**config.mk**
```make
export PLATFORM = sky130hd
export DESIGN_NAME = stx_etx_frame_checker_core_flat
export DESIGN_NICKNAME = d
export VERILOG_FILES = /design/src/design/sefc_pkg.sv /design/src/design/sefc_ifs.sv /design/src/design/stx_etx_frame_checker_core.sv /design/src/design/sefc_parser.sv /design/src/design/sefc_out_queue.sv /design/src/flat_wrapper.sv
export VERILOG_INCLUDE_DIRS = /design/src /design/src/design
export SDC_FILE = /design/constraint.sdc
export NUM_CORES = 1
export LEC_CHECK = 0
export ABC_AREA = 1
export CORE_ASPECT_RATIO = 0.7
export CORE_MARGIN = 2
export CORE_UTILIZATION = 44
export DETAILED_ROUTE_END_ITERATION = 10
export DONT_BUFFER_PORTS = 1
export GPL_TIMING_DRIVEN = 0
export PLACE_DENSITY = 0.6
export SETUP_SLACK_MARGIN = 0.1
export SLEW_MARGIN = 10
export SYNTH_ARGS = -nofsm -noshare
export SYNTH_HDL_FRONTEND = slang
export SYNTH_SLANG_ARGS = --single-unit
```
**constraint.sdc**
```tcl
create_clock -name clk -period 4.8 [get_ports clk]
set_clock_uncertainty 0.05 [all_clocks]
set_input_delay 0.96 -clock clk [delete_from_list [all_inputs] [get_ports clk]]
set_output_delay 0.96 -clock clk [all_outputs]
set_load 0.01 [all_outputs]
```
**src/design/assert_macros.svh**
```systemverilog
// Assertion helpers shared by the checker RTL.
// Each expects signals named clk and rst_n in the using module.
`ifndef ASSERT_MACROS_SVH
`define ASSERT_MACROS_SVH

// Expression must hold at every clock edge out of reset.
`define AST_ALWAYS(lbl, expr, msg) \
  lbl: assert property (@(posedge clk) disable iff (!rst_n) (expr)) \
    else $error(msg);

// Consequent must hold in the same cycle as the antecedent.
`define AST_IMPLY(lbl, ante, cons, msg) \
  lbl: assert property (@(posedge clk) disable iff (!rst_n) (ante) |-> (cons)) \
    else $error(msg);

`endif

```
**src/design/sefc_pkg.sv**
```systemverilog
`default_nettype none

package sefc_pkg;

  // Frame markers
  localparam logic [7:0] MARK_START = 8'h02;
  localparam logic [7:0] MARK_END   = 8'h03;

  // Parser phase
  typedef enum logic [2:0] {
    PH_STX  = 3'd0,
    PH_CMD  = 3'd1,
    PH_LENH = 3'd2,
    PH_LENL = 3'd3,
    PH_PAY  = 3'd4,
    PH_SUM  = 3'd5,
    PH_ETX  = 3'd6,
    PH_DROP = 3'd7
  } phase_t;

  // Frame status codes
  typedef enum logic [1:0] {
    ST_OK    = 2'd0,
    ST_CSUM  = 2'd1,
    ST_MARK  = 2'd2,
    ST_SHORT = 2'd3
  } status_t;

  // Result kinds
  localparam logic KIND_PAYLOAD = 1'b0;
  localparam logic KIND_STATUS  = 1'b1;

  // One result beat
  typedef struct packed {
    logic        kind;
    logic [7:0]  frame_cmd;
    logic [7:0]  payload_byte;
    status_t     status;
    logic        last;
  } result_t;

  // Results produced by one parsed byte; item1 only used when item0 is valid
  typedef struct packed {
    logic    vld0;
    logic    vld1;
    result_t item0;
    result_t item1;
  } push_t;

endpackage

`default_nettype wire

```
**src/design/sefc_ifs.sv**
```systemverilog
`default_nettype none

// Received byte channel
interface sefc_in_if;
  logic       valid;
  logic       ready;
  logic [7:0] rx_byte;
  logic       chunk_end;

  modport source (output valid, output rx_byte, output chunk_end, input ready);
  modport sink   (input valid, input rx_byte, input chunk_end, output ready);
endinterface

// Result channel
interface sefc_out_if;
  logic       valid;
  logic       ready;
  logic       kind;
  logic [7:0] frame_cmd;
  logic [7:0] payload_byte;
  logic [1:0] status;
  logic       last;

  modport source (output valid, output kind, output frame_cmd, output payload_byte,
                  output status, output last, input ready);
  modport sink   (input valid, input kind, input frame_cmd, input payload_byte,
                  input status, input last, output ready);
endinterface

`default_nettype wire

```
**src/design/stx_etx_frame_checker_core.sv**
```systemverilog
// Channel  Dir  Beat contents
// -------  ---  ---------------------------------------------------
// in_ch    in   rx_byte, chunk_end (one received byte)
// out_ch   out  kind, frame_cmd, payload_byte, status, last
//
// One byte is taken per clock while in_ch.ready is high; a taken byte waits in
// the input register, then the parser writes its results into the queue.
// The queue drains one result per clock while out_ch.ready is high. A payload
// byte that ends a chunk makes two results, a payload beat then a status beat.
// in_ch.ready drops while a byte waits in the input register and the queue
// has fewer than two free slots; out_ch stalls only back up into the queue.
// Reset is synchronous (rst_n low for one clock) and needs no clearing pass.
`default_nettype none

module stx_etx_frame_checker_core #(
  parameter int QUEUE_DEPTH = 4
) (
  input  logic              clk,
  input  logic              rst_n,
  sefc_in_if.sink           in_ch,
  sefc_out_if.source        out_ch
);
  import sefc_pkg::*;

  push_t   push;
  logic    room;
  result_t head;

  sefc_parser u_parser (
    .clk          (clk),
    .rst_n        (rst_n),
    .in_valid     (in_ch.valid),
    .in_ready     (in_ch.ready),
    .in_rx_byte   (in_ch.rx_byte),
    .in_chunk_end (in_ch.chunk_end),
    .room         (room),
    .push         (push)
  );

  sefc_out_queue #(
    .DEPTH (QUEUE_DEPTH)
  ) u_queue (
    .clk       (clk),
    .rst_n     (rst_n),
    .push      (push),
    .room      (room),
    .out_valid (out_ch.valid),
    .out_ready (out_ch.ready),
    .out_item  (head)
  );

  // Result beat fields
  assign out_ch.kind         = head.kind;
  assign out_ch.frame_cmd    = head.frame_cmd;
  assign out_ch.payload_byte = head.payload_byte;
  assign out_ch.status       = head.status;
  assign out_ch.last         = head.last;

endmodule

`default_nettype wire

```
**src/design/sefc_parser.sv**
```systemverilog
`default_nettype none

module sefc_parser (
  input  logic           clk,
  input  logic           rst_n,
  input  logic           in_valid,
  output logic           in_ready,
  input  logic [7:0]     in_rx_byte,
  input  logic           in_chunk_end,
  input  logic           room,
  output sefc_pkg::push_t push
);
  import sefc_pkg::*;

  `include "assert_macros.svh"

  // Input register
  logic       in_vld_r;
  logic [7:0] byte_r;
  logic       end_r;
  logic       step;

  // Frame state
  phase_t      phase_r, phase_nxt;
  logic        smo_r, smo_nxt;
  logic [7:0]  cmd_r, cmd_nxt;
  logic [7:0]  lenh_r, lenh_nxt;
  logic [15:0] left_r, left_nxt;
  logic [7:0]  sum_r, sum_nxt;
  logic [7:0]  rcv_r, rcv_nxt;

  logic        pay_vld, stat_vld;
  status_t     stat_code;
  result_t     pay_item, stat_item;

  // Byte is parsed once the queue can take both possible results
  assign step     = in_vld_r && room;
  assign in_ready = !in_vld_r || room;

  always_ff @(posedge clk) begin
    if (!rst_n) begin
      in_vld_r <= 1'b0;
    end else if (in_ready) begin
      in_vld_r <= in_valid;
    end
  end

  always_ff @(posedge clk) begin
    if (in_ready && in_valid) begin
      byte_r <= in_rx_byte;
      end_r  <= in_chunk_end;
    end
  end

  // Next state for one byte
  always_comb begin
    phase_nxt = phase_r;
    smo_nxt   = smo_r;
    cmd_nxt   = cmd_r;
    lenh_nxt  = lenh_r;
    left_nxt  = left_r;
    sum_nxt   = sum_r;
    rcv_nxt   = rcv_r;
    pay_vld   = 1'b0;
    stat_vld  = 1'b0;
    stat_code = ST_OK;
    case (phase_r)
      PH_STX: begin
        smo_nxt   = (byte_r == MARK_START);
        cmd_nxt   = '0;
        sum_nxt   = '0;
        phase_nxt = PH_CMD;
      end
      PH_CMD: begin
        cmd_nxt   = byte_r;
        sum_nxt   = byte_r;
        phase_nxt = PH_LENH;
      end
      PH_LENH: begin
        lenh_nxt  = byte_r;
        sum_nxt   = sum_r + byte_r;
        phase_nxt = PH_LENL;
      end
      PH_LENL: begin
        sum_nxt   = sum_r + byte_r;
        left_nxt  = {lenh_r, byte_r};
        phase_nxt = ({lenh_r, byte_r} == 16'd0) ? PH_SUM : PH_PAY;
      end
      PH_PAY: begin
        sum_nxt  = sum_r + byte_r;
        pay_vld  = 1'b1;
        left_nxt = left_r - 16'd1;
        if (left_r == 16'd1) begin
          phase_nxt = PH_SUM;
        end
      end
      PH_SUM: begin
        rcv_nxt   = byte_r;
        phase_nxt = PH_ETX;
      end
      PH_ETX: begin
        stat_vld = 1'b1;
        if (!smo_r || byte_r != MARK_END) begin
          stat_code = ST_MARK;
        end else if (rcv_r != sum_r) begin
          stat_code = ST_CSUM;
        end else begin
          stat_code = ST_OK;
        end
        phase_nxt = end_r ? PH_STX : PH_DROP;
      end
      PH_DROP: begin
        if (end_r) begin
          phase_nxt = PH_STX;
        end
      end
      default: begin
        phase_nxt = PH_STX;
      end
    endcase
    // Chunk ended before the ETX position
    if (end_r && !(phase_r inside {PH_ETX, PH_DROP})) begin
      stat_vld  = 1'b1;
      stat_code = ST_SHORT;
      phase_nxt = PH_STX;
    end
  end

  // Result beats; a payload beat goes ahead of a status beat
  always_comb begin
    pay_item              = '0;
    pay_item.kind         = KIND_PAYLOAD;
    pay_item.frame_cmd    = cmd_nxt;
    pay_item.payload_byte = byte_r;
    pay_item.status       = ST_OK;
    stat_item             = '0;
    stat_item.kind        = KIND_STATUS;
    stat_item.frame_cmd   = cmd_nxt;
    stat_item.status      = stat_code;
    stat_item.last        = 1'b1;

    push.vld0  = step && (pay_vld || stat_vld);
    push.vld1  = step && pay_vld && stat_vld;
    push.item0 = pay_vld ? pay_item : stat_item;
    push.item1 = stat_item;
  end

  // State update
  always_ff @(posedge clk) begin
    if (!rst_n) begin
      phase_r <= PH_STX;
      smo_r   <= 1'b0;
      cmd_r   <= '0;
      lenh_r  <= '0;
      left_r  <= '0;
      sum_r   <= '0;
      rcv_r   <= '0;
    end else if (step) begin
      phase_r <= phase_nxt;
      smo_r   <= smo_nxt;
      cmd_r   <= cmd_nxt;
      lenh_r  <= lenh_nxt;
      left_r  <= left_nxt;
      sum_r   <= sum_nxt;
      rcv_r   <= rcv_nxt;
    end
  end

  // Checks
  `AST_IMPLY(a_pair_order, push.vld1,
             push.vld0 && push.item0.kind == KIND_PAYLOAD && push.item1.last,
             "second beat must be a status following a payload beat")
  `AST_IMPLY(a_etx_status, step && phase_r == PH_ETX,
             push.vld0 && push.item0.last && !push.vld1,
             "ETX position must close the frame with one status beat")
  `AST_IMPLY(a_pay_count, phase_r == PH_PAY, left_r != 16'd0,
             "payload phase entered with no bytes left")

endmodule

`default_nettype wire

```
**src/design/sefc_out_queue.sv**
```systemverilog
`default_nettype none

module sefc_out_queue #(
  parameter int DEPTH = 4
) (
  input  logic             clk,
  input  logic             rst_n,
  input  sefc_pkg::push_t  push,
  output logic             room,
  output logic             out_valid,
  input  logic             out_ready,
  output sefc_pkg::result_t out_item
);
  import sefc_pkg::*;

  `include "assert_macros.svh"

  localparam int PW = (DEPTH > 1) ? $clog2(DEPTH) : 1;
  localparam int CW = $clog2(DEPTH + 1);
  localparam logic [PW-1:0] LAST_IDX = PW'(DEPTH - 1);
  localparam logic [CW-1:0] ROOM_MAX = CW'(DEPTH - 2);
  localparam logic [CW-1:0] FULL_CNT = CW'(DEPTH);

  result_t       mem_r [DEPTH];
  logic [PW-1:0] wr_ptr_r, wr_ptr_nxt, wr_ptr_p1;
  logic [PW-1:0] rd_ptr_r, rd_ptr_nxt;
  logic [CW-1:0] cnt_r, cnt_nxt;
  logic          pop;

  function automatic logic [PW-1:0] ptr_inc(input logic [PW-1:0] p);
    ptr_inc = (p == LAST_IDX) ? '0 : p + PW'(1);
  endfunction

  assign room      = (cnt_r <= ROOM_MAX);
  assign out_valid = (cnt_r != '0);
  assign out_item  = mem_r[rd_ptr_r];
  assign pop       = out_valid && out_ready;
  assign wr_ptr_p1 = ptr_inc(wr_ptr_r);

  // Pointer and count update
  always_comb begin
    wr_ptr_nxt = wr_ptr_r;
    if (push.vld1) begin
      wr_ptr_nxt = ptr_inc(wr_ptr_p1);
    end else if (push.vld0) begin
      wr_ptr_nxt = wr_ptr_p1;
    end
    rd_ptr_nxt = pop ? ptr_inc(rd_ptr_r) : rd_ptr_r;
    cnt_nxt    = cnt_r + CW'(push.vld0) + CW'(push.vld1) - CW'(pop);
  end

  always_ff @(posedge clk) begin
    if (!rst_n) begin
      wr_ptr_r <= '0;
      rd_ptr_r <= '0;
      cnt_r    <= '0;
    end else begin
      wr_ptr_r <= wr_ptr_nxt;
      rd_ptr_r <= rd_ptr_nxt;
      cnt_r    <= cnt_nxt;
    end
  end

  // Entry writes
  always_ff @(posedge clk) begin
    if (push.vld0) begin
      mem_r[wr_ptr_r] <= push.item0;
    end
    if (push.vld1) begin
      mem_r[wr_ptr_p1] <= push.item1;
    end
  end

  // Checks
  `AST_ALWAYS(a_cnt_range, cnt_r <= FULL_CNT, "result queue count beyond depth")
  `AST_IMPLY(a_push_room, push.vld0, room, "result pushed without two free slots")

endmodule

`default_nettype wire

```
**src/flat_wrapper.sv**
```systemverilog
// flat-port wrapper written by rule: the top's interface ports become plain ports
module stx_etx_frame_checker_core_flat import sefc_pkg::*;
#(
  parameter int QUEUE_DEPTH = 4
)
  (clk, rst_n, in_ch_valid, in_ch_rx_byte, in_ch_chunk_end, in_ch_ready, out_ch_valid, out_ch_kind, out_ch_frame_cmd, out_ch_payload_byte, out_ch_status, out_ch_last, out_ch_ready);
  sefc_in_if in_ch_i ();
  sefc_out_if out_ch_i ();
  input  logic clk;
  input  logic rst_n;
  input wire logic [$bits(in_ch_i.valid)-1:0] in_ch_valid;
  input wire logic [$bits(in_ch_i.rx_byte)-1:0] in_ch_rx_byte;
  input wire logic [$bits(in_ch_i.chunk_end)-1:0] in_ch_chunk_end;
  output wire logic [$bits(in_ch_i.ready)-1:0] in_ch_ready;
  output wire logic [$bits(out_ch_i.valid)-1:0] out_ch_valid;
  output wire logic [$bits(out_ch_i.kind)-1:0] out_ch_kind;
  output wire logic [$bits(out_ch_i.frame_cmd)-1:0] out_ch_frame_cmd;
  output wire logic [$bits(out_ch_i.payload_byte)-1:0] out_ch_payload_byte;
  output wire logic [$bits(out_ch_i.status)-1:0] out_ch_status;
  output wire logic [$bits(out_ch_i.last)-1:0] out_ch_last;
  input wire logic [$bits(out_ch_i.ready)-1:0] out_ch_ready;
  assign in_ch_i.valid = in_ch_valid;
  assign in_ch_i.rx_byte = in_ch_rx_byte;
  assign in_ch_i.chunk_end = in_ch_chunk_end;
  assign in_ch_ready = in_ch_i.ready;
  assign out_ch_valid = out_ch_i.valid;
  assign out_ch_kind = out_ch_i.kind;
  assign out_ch_frame_cmd = out_ch_i.frame_cmd;
  assign out_ch_payload_byte = out_ch_i.payload_byte;
  assign out_ch_status = out_ch_i.status;
  assign out_ch_last = out_ch_i.last;
  assign out_ch_i.ready = out_ch_ready;
  stx_etx_frame_checker_core #(.QUEUE_DEPTH(QUEUE_DEPTH)) u_core (.clk(clk), .rst_n(rst_n), .in_ch(in_ch_i), .out_ch(out_ch_i));
endmodule
```
-- Word-level counts from Yosys, hierarchy flattened
Memories as Yosys holds them, arrays and structs flattened. A register that Yosys moved wholly into a read port is not among the register bits.
Index checks and enable logic that the tools add are counted.
- output and inout port bits: 22
- bits in latches: 0
- ROM bits: 0
- memories: 1
- RAM bits: 80
- bits of input ports: 13
- word-level logic and storage cells: 94
- bits in registers: 69
- memory list (name ; depth ; width ; rd ports ; clocked after Yosys merged registers in ; wr ports ; RTL line ; RTL):
    u_core.u_queue.mem_r ; 4 ; 20 ; 1 ; 1 ; 2 ; sefc_out_queue.sv:24 ; result_t mem_r [DEPTH];
- div/mod/pow operators: 0
- $add $sub $neg: 8
- shift operators: 0
- equal/unequal tests: 16
- multipliers: 0
- order comparisons: 1
- reductions and logical operators: 27
- bitwise logic cells: 0
- muxes and demuxes: 28
- operator list (cell ; count):
    $pmux 16 s2 ; 1
    $pmux 3 s8 ; 1
    $pmux 8 s3 ; 1
    $mux 2 ; 10
    $mux 20 ; 1
    $eq 16x1->1 const B ; 1
    $logic_not 16->1 ; 1
    $pmux 8 s2 ; 1
    $sub 16x1->16 const B ; 1
    $eq 3x3->1 const B ; 4
    $mux 3 ; 4
    $reduce_and 2->1 ; 5
    $mux 1 ; 9
    $add 8x8->8 ; 1
    $eq 8x2->1 const B ; 1
    $ne 8x2->1 const B ; 1
    $ne 8x8->1 ; 1
    $logic_and 1x1->1 ; 7
    $add 2x1->2 const B ; 3
    $add 3x1->3 ; 2
    $eq 2x2->1 const B ; 3
    $eq 3x2->1 const B ; 2
    $reduce_bool 2->1 ; 3
    $reduce_bool 3->1 ; 2
    other kinds (10) ; 14

-- Depth between registers and ports, before layout
- depth after elaboration: 10
- mapped depth: 15
- mapped depth without buffers: 13

-- By module
Synthesis repeated with hierarchy kept, for this count alone.
- cell total of the unflattened synthesis: 1018
- area total of the unflattened synthesis: 8147.8 µm²
- modules (own cells, without submodules) (module ; area each (µm²) ; seq. area each (µm²) ; cells an instance ; times used):
    sefc_out_queue ; 4440.5 ; 2582.5 ; 465 ; 1
    sefc_parser ; 3707.3 ; 1331.3 ; 553 ; 1

-- Worst setup path after synthesis
OpenSTA, ideal clock, no wires.
- path type: register to register
- start point: register u_core.u_queue.cnt_r[1]
- end point: register u_core.u_queue.cnt_r[2]
- period minus slack after synthesis: 2768 ps
- slack: 2032 ps
- cell stages (with the launch flop): 16
- data arrival time: 2591 ps
- library setup time: 128 ps
- buffers on the path: 2
- data required time: 4622 ps
- cells stage by stage: dfxtp_1 inv_1 ha_1 inv_1 a21oi_2 buf_4 buf_6 nand3_1 ha_1 xnor2_1 inv_1 ha_1 o21bai_1 fa_1 xor2_1 nor2_1
- cells in the longest elaborated chain, start to end: 6
- elaborated cells between the ends (all ways): 10
- classes of those cells: 3 x add/sub; 1 x order compare; 6 x reduce/logical
- ends and longest elaborated chain (what ; RTL line ; RTL):
    start, declared ; sefc_out_queue.sv:27 ; logic [CW-1:0] cnt_r, cnt_nxt;
    start signal, assigned ; sefc_out_queue.sv:60 ; cnt_r <= cnt_nxt;
    $le 3x2->1 ; sefc_out_queue.sv:34 ; assign room = (cnt_r <= ROOM_MAX);
    $logic_and 1x1->1 ; sefc_parser.sv:37 ; assign step = in_vld_r && room;
    $logic_and 1x1->1, on equally long branches ; sefc_parser.sv:142, sefc_parser.sv:143 ;
    $add 3x1->3 or $logic_and 1x1->1 (tied branches) ; sefc_out_queue.sv:49, sefc_parser.sv:143 ;
    $add 3x1->3 ; sefc_out_queue.sv:49 ; cnt_nxt = cnt_r + CW'(push.vld0) + CW'(push.vld1) - CW'(pop);
    $sub 3x1->3 * ; sefc_out_queue.sv:49 ;
Every way passes the cells marked *; elsewhere a longest branch is shown, timed or not.
A chain may end at the register's enable or synchronous reset.

==> results.py <==
metrics = {
    "outcome": {
        "outcome": "complete, no violations",
    },
    "critical_path": {
        "worstSetupEndpointType": "output port",
        "crit_family": "buffers and inverters",
        "crit_buf_inv": 3,
        "cp_cell_sequence": "clkbuf_1 -> clkbuf_1 -> nor2_1 -> o22ai_1 -> buf_4",
        "timing.critical_path.mode_cell": "clkbuf_1",
        "max_stage_delay_ns": 0.51,
        "critical_path.slowest_cell": "clkbuf_1",
        "path_class": "reg -> out",
        "arrival_ns": 2.28,
        "crit_required_ns": 3.79,
        "worstSetupStartpointType": "flop",
        "crit_fanout": 10,
    },
    "yosys": {
        "synthSimpleGateAreaFrac_pct": 25.0,
        "synth.area.top_cells": "dfxtp_1, edfxtp_1, nand2_1",
        "synth_area_leader_cell": "dfxtp_1",
        "synth_top_family_by_area": "simple AND/OR/NAND/NOR gates",
        "synth.area.mux_share_pct": 0,
        "syn_area_per_cell_um2": 7.49,
        "yosysTopAreaCellShare_pct": 26.4,
        "ys_warn_count": 0,
        "synthesis.area_um2": 7440,
        "synth_xor_area_share_pct": 1.06,
        "synthCells": 993,
        "synth_compound_area_share_pct": 15.1,
        "synth-adder-area-share_pct": 3.73,
        "synthDistinctLibCells": 39,
        "synth_seq_cells": 147,
        "syn_nets": 1027,
        "seq_area_frac_synth_pct": 46.1,
    },
    "sta": {
        "fin_crit_sh_pct": 68.5,
        "setup_violations": 0,
        "tns_ns": 0,
        "maxSlewViolCount": 0,
        "period_needed_ns": 3.29,
        "rsz0062_at_grt": "no",
        "slew_headroom_pct": 54.8,
        "finalHoldViolCount": 0,
        "worst_pin_slew_ns": 0.678,
        "fmax_mhz": 304,
    },
    "detailed_routing": {
        "drc": 0,
        "wl_per_cell_um": 16.3,
        "drtAntennaViolNets": 0,
        "drtPass1Iterations": 5,
        "avgViaCountPerCell": 5.25,
        "drtIter0Drc": 573,
        "detailroute.via_count": 6559,
        "wirelength_um": 20400,
    },
    "global_route": {
        "top_usage_layer": "met1",
        "grt-ovfl-total": 0,
        "grtUsageMet2_pct": 34.4,
        "grt.total_usage_pct": 23.6,
        "grt_pass1_wl_um": 33000,
        "use_met1_pct": 34.8,
        "met3_usage_pct": 5.50,
        "grt_max_degree": 17,
        "grt_pass1_vias": 6132,
        "antenna_found_initial": 0,
    },
    "clocking": {
        "insertion_delay_ns": 0.43,
        "htreeDepth": 4,
        "cts_num_sinks": 147,
        "cts-root-buf": "clkbuf_16",
        "cts_buffers": 17,
        "hold_buffers": 0,
        "cts_setup_buffers": 0,
        "cts_tree": "built",
        "cts.repair.resized": 0,
        "clk_pin_slew_ns": 0.07,
        "clockBufferDepth": 2,
    },
    "finish": {
        "utilization_pct": 50.6,
        "fillers": 1641,
        "fin_cells": 1250,
        "num_antenna_cells": 0,
        "layout.cells.most_common_list": "nand2_1, nor2_1, inv_1",
        "final_common_cell": "nand2_1",
        "nets": 1046,
        "multi_input_area_um2": 3340,
        "drive_above_1_share_pct": 7.51,
        "seq_area_um2": 3430,
        "final_cell_area_um2": 8310,
        "area_growth_pct": 11.7,
    },
    "placement": {
        "dp_cells": 1218,
        "hpwlAfterDp_um": 14600,
        "place_congestion": 0.869,
        "io_buffers": 0,
        "dpl_cell_area_um2": 7720,
    },
    "floorplanning": {
        "die-area_um2": 18000,
        "rows": 39,
        "die_h_um": 113,
        "ios": 35,
        "initial_core_util_pct": 45.3,
        "fp.dieW_um": 159,
        "core_um2": 16400,
    },
    "power": {
        "p_leak_nw": 3.34,
        "vdd_drop_max_mv": 0.213,
        "power_density_nw_per_um2": 454,
    },
    "hold_path": {
        "hp-class": "reg -> reg",
    },
    "job": {
        "maxCapViolCount": 0,
    },
}
[cells by family after synthesis]
kind of cell               after synthesis
AOI/OAI and AO/OA                      214
DFF                                    147
xor gates and xnor gates                 9
buffers and inverters                  152
adders and majority gates               21
and+or+nand+nor                        450
[cells in the mapped netlist, drive strengths merged]
cell type / number
a21boi: 1
a21oi: 93
a22oi: 2
and2: 1
buf: 22
clkbuf: 15
clkinv: 6
dfxtp: 98
edfxtp: 49
fa: 2
ha: 19
inv: 109
nand2: 222
nand3: 56
nand4: 17
nor2: 146
nor3: 6
o211a: 1
o211ai: 2
o21ai: 93
o21bai: 1
o22ai: 21
or2: 2
xnor2: 7
xor2: 2
[layout make-up]
type / count / area share [%]
clock inverters: 15 / 1.97
well taps: 225 / 3.39
multi-input cells: 694 / 40.2
flip-flops and latches: 147 / 41.3
clock buffers: 17 / 5.12
inverters: 115 / 5.46
plain buffers: 37 / 2.56
[metal layers]
| metal | wire (um) | share of wire, % |
|---|---|---|
| met3 | 1450 | 7.1 |
| met2 | 8370 | 41 |
| met5 | 0 | 0 |
| met4 | 197 | 0.97 |
| met1 | 10400 | 51 |
[worst reg2reg max path, stage by stage, from the launching register on]
cell and delay (ns):
dfxtp_1 0.32, inv_1 0.12, ha_1 0.16, inv_1 0.06
a21oi_2 0.35, buf_4 0.27, buf_6 0.16, nand3_1 0.14
ha_1 0.34, xnor2_1 0.16, inv_1 0.06, ha_1 0.17
o21bai_1 0.18, fa_1 0.38, xor2_1 0.16, nor2_1 0.05
[power by group]
| part | internal [mW] | switching (mW) | leakage [nW] |
|---|---|---|---|
| Combinational | 0.291 | 0.664 | 1.84 |
| Clock | 0.778 | 0.570 | 0.292 |
| Sequential | 1.39 | 0.0808 | 1.21 |
| Total | 2.46 | 1.31 | 3.34 |
[path summary, 6_finish.rpt]
kind,start,to,slack [ns],cells past startpoint
worst max register to register,u_core.u_queue.cnt_r[1],u_core.u_queue.cnt_r[2],1.54,15
worst min-delay path,u_core.u_queue.mem_r[2][0],u_core.u_queue.mem_r[2][0],0.40,2
worst max-delay path,flop,out_ch_last,1.51,5
worst min register to register,u_core.u_queue.mem_r[2][0],u_core.u_queue.mem_r[2][0],0.40,2
[metrics by stage]
stage	worst slack (ns)	power, mW	hold WS (ns)
floorplan	2.03	2.18	0.371
global placement	1.62	2.44	0.386
detailed placement	1.58	2.45	0.387
CTS	1.50	3.79	0.402
global route	1.31	3.99	0.417
finish	1.51	3.77	0.400
[flip-flops by register name, indices dropped and copies added (netlist names), named ones only]
register / count
u_core.u_queue.mem_r: 76
u_core.u_parser.left_r: 16
u_core.u_parser.byte_r: 8
u_core.u_parser.cmd_r: 8
u_core.u_parser.lenh_r: 8
u_core.u_parser.rcv_r: 8
u_core.u_parser.sum_r: 8
u_core.u_parser.phase_r: 3
u_core.u_queue.cnt_r: 3
u_core.u_queue.rd_ptr_r: 2
u_core.u_queue.wr_ptr_r: 2
u_core.u_parser.end_r: 1
u_core.u_parser.in_vld_r: 1
u_core.u_parser.smo_r: 1
Note: power is estimated with default switching activity, not from simulation.
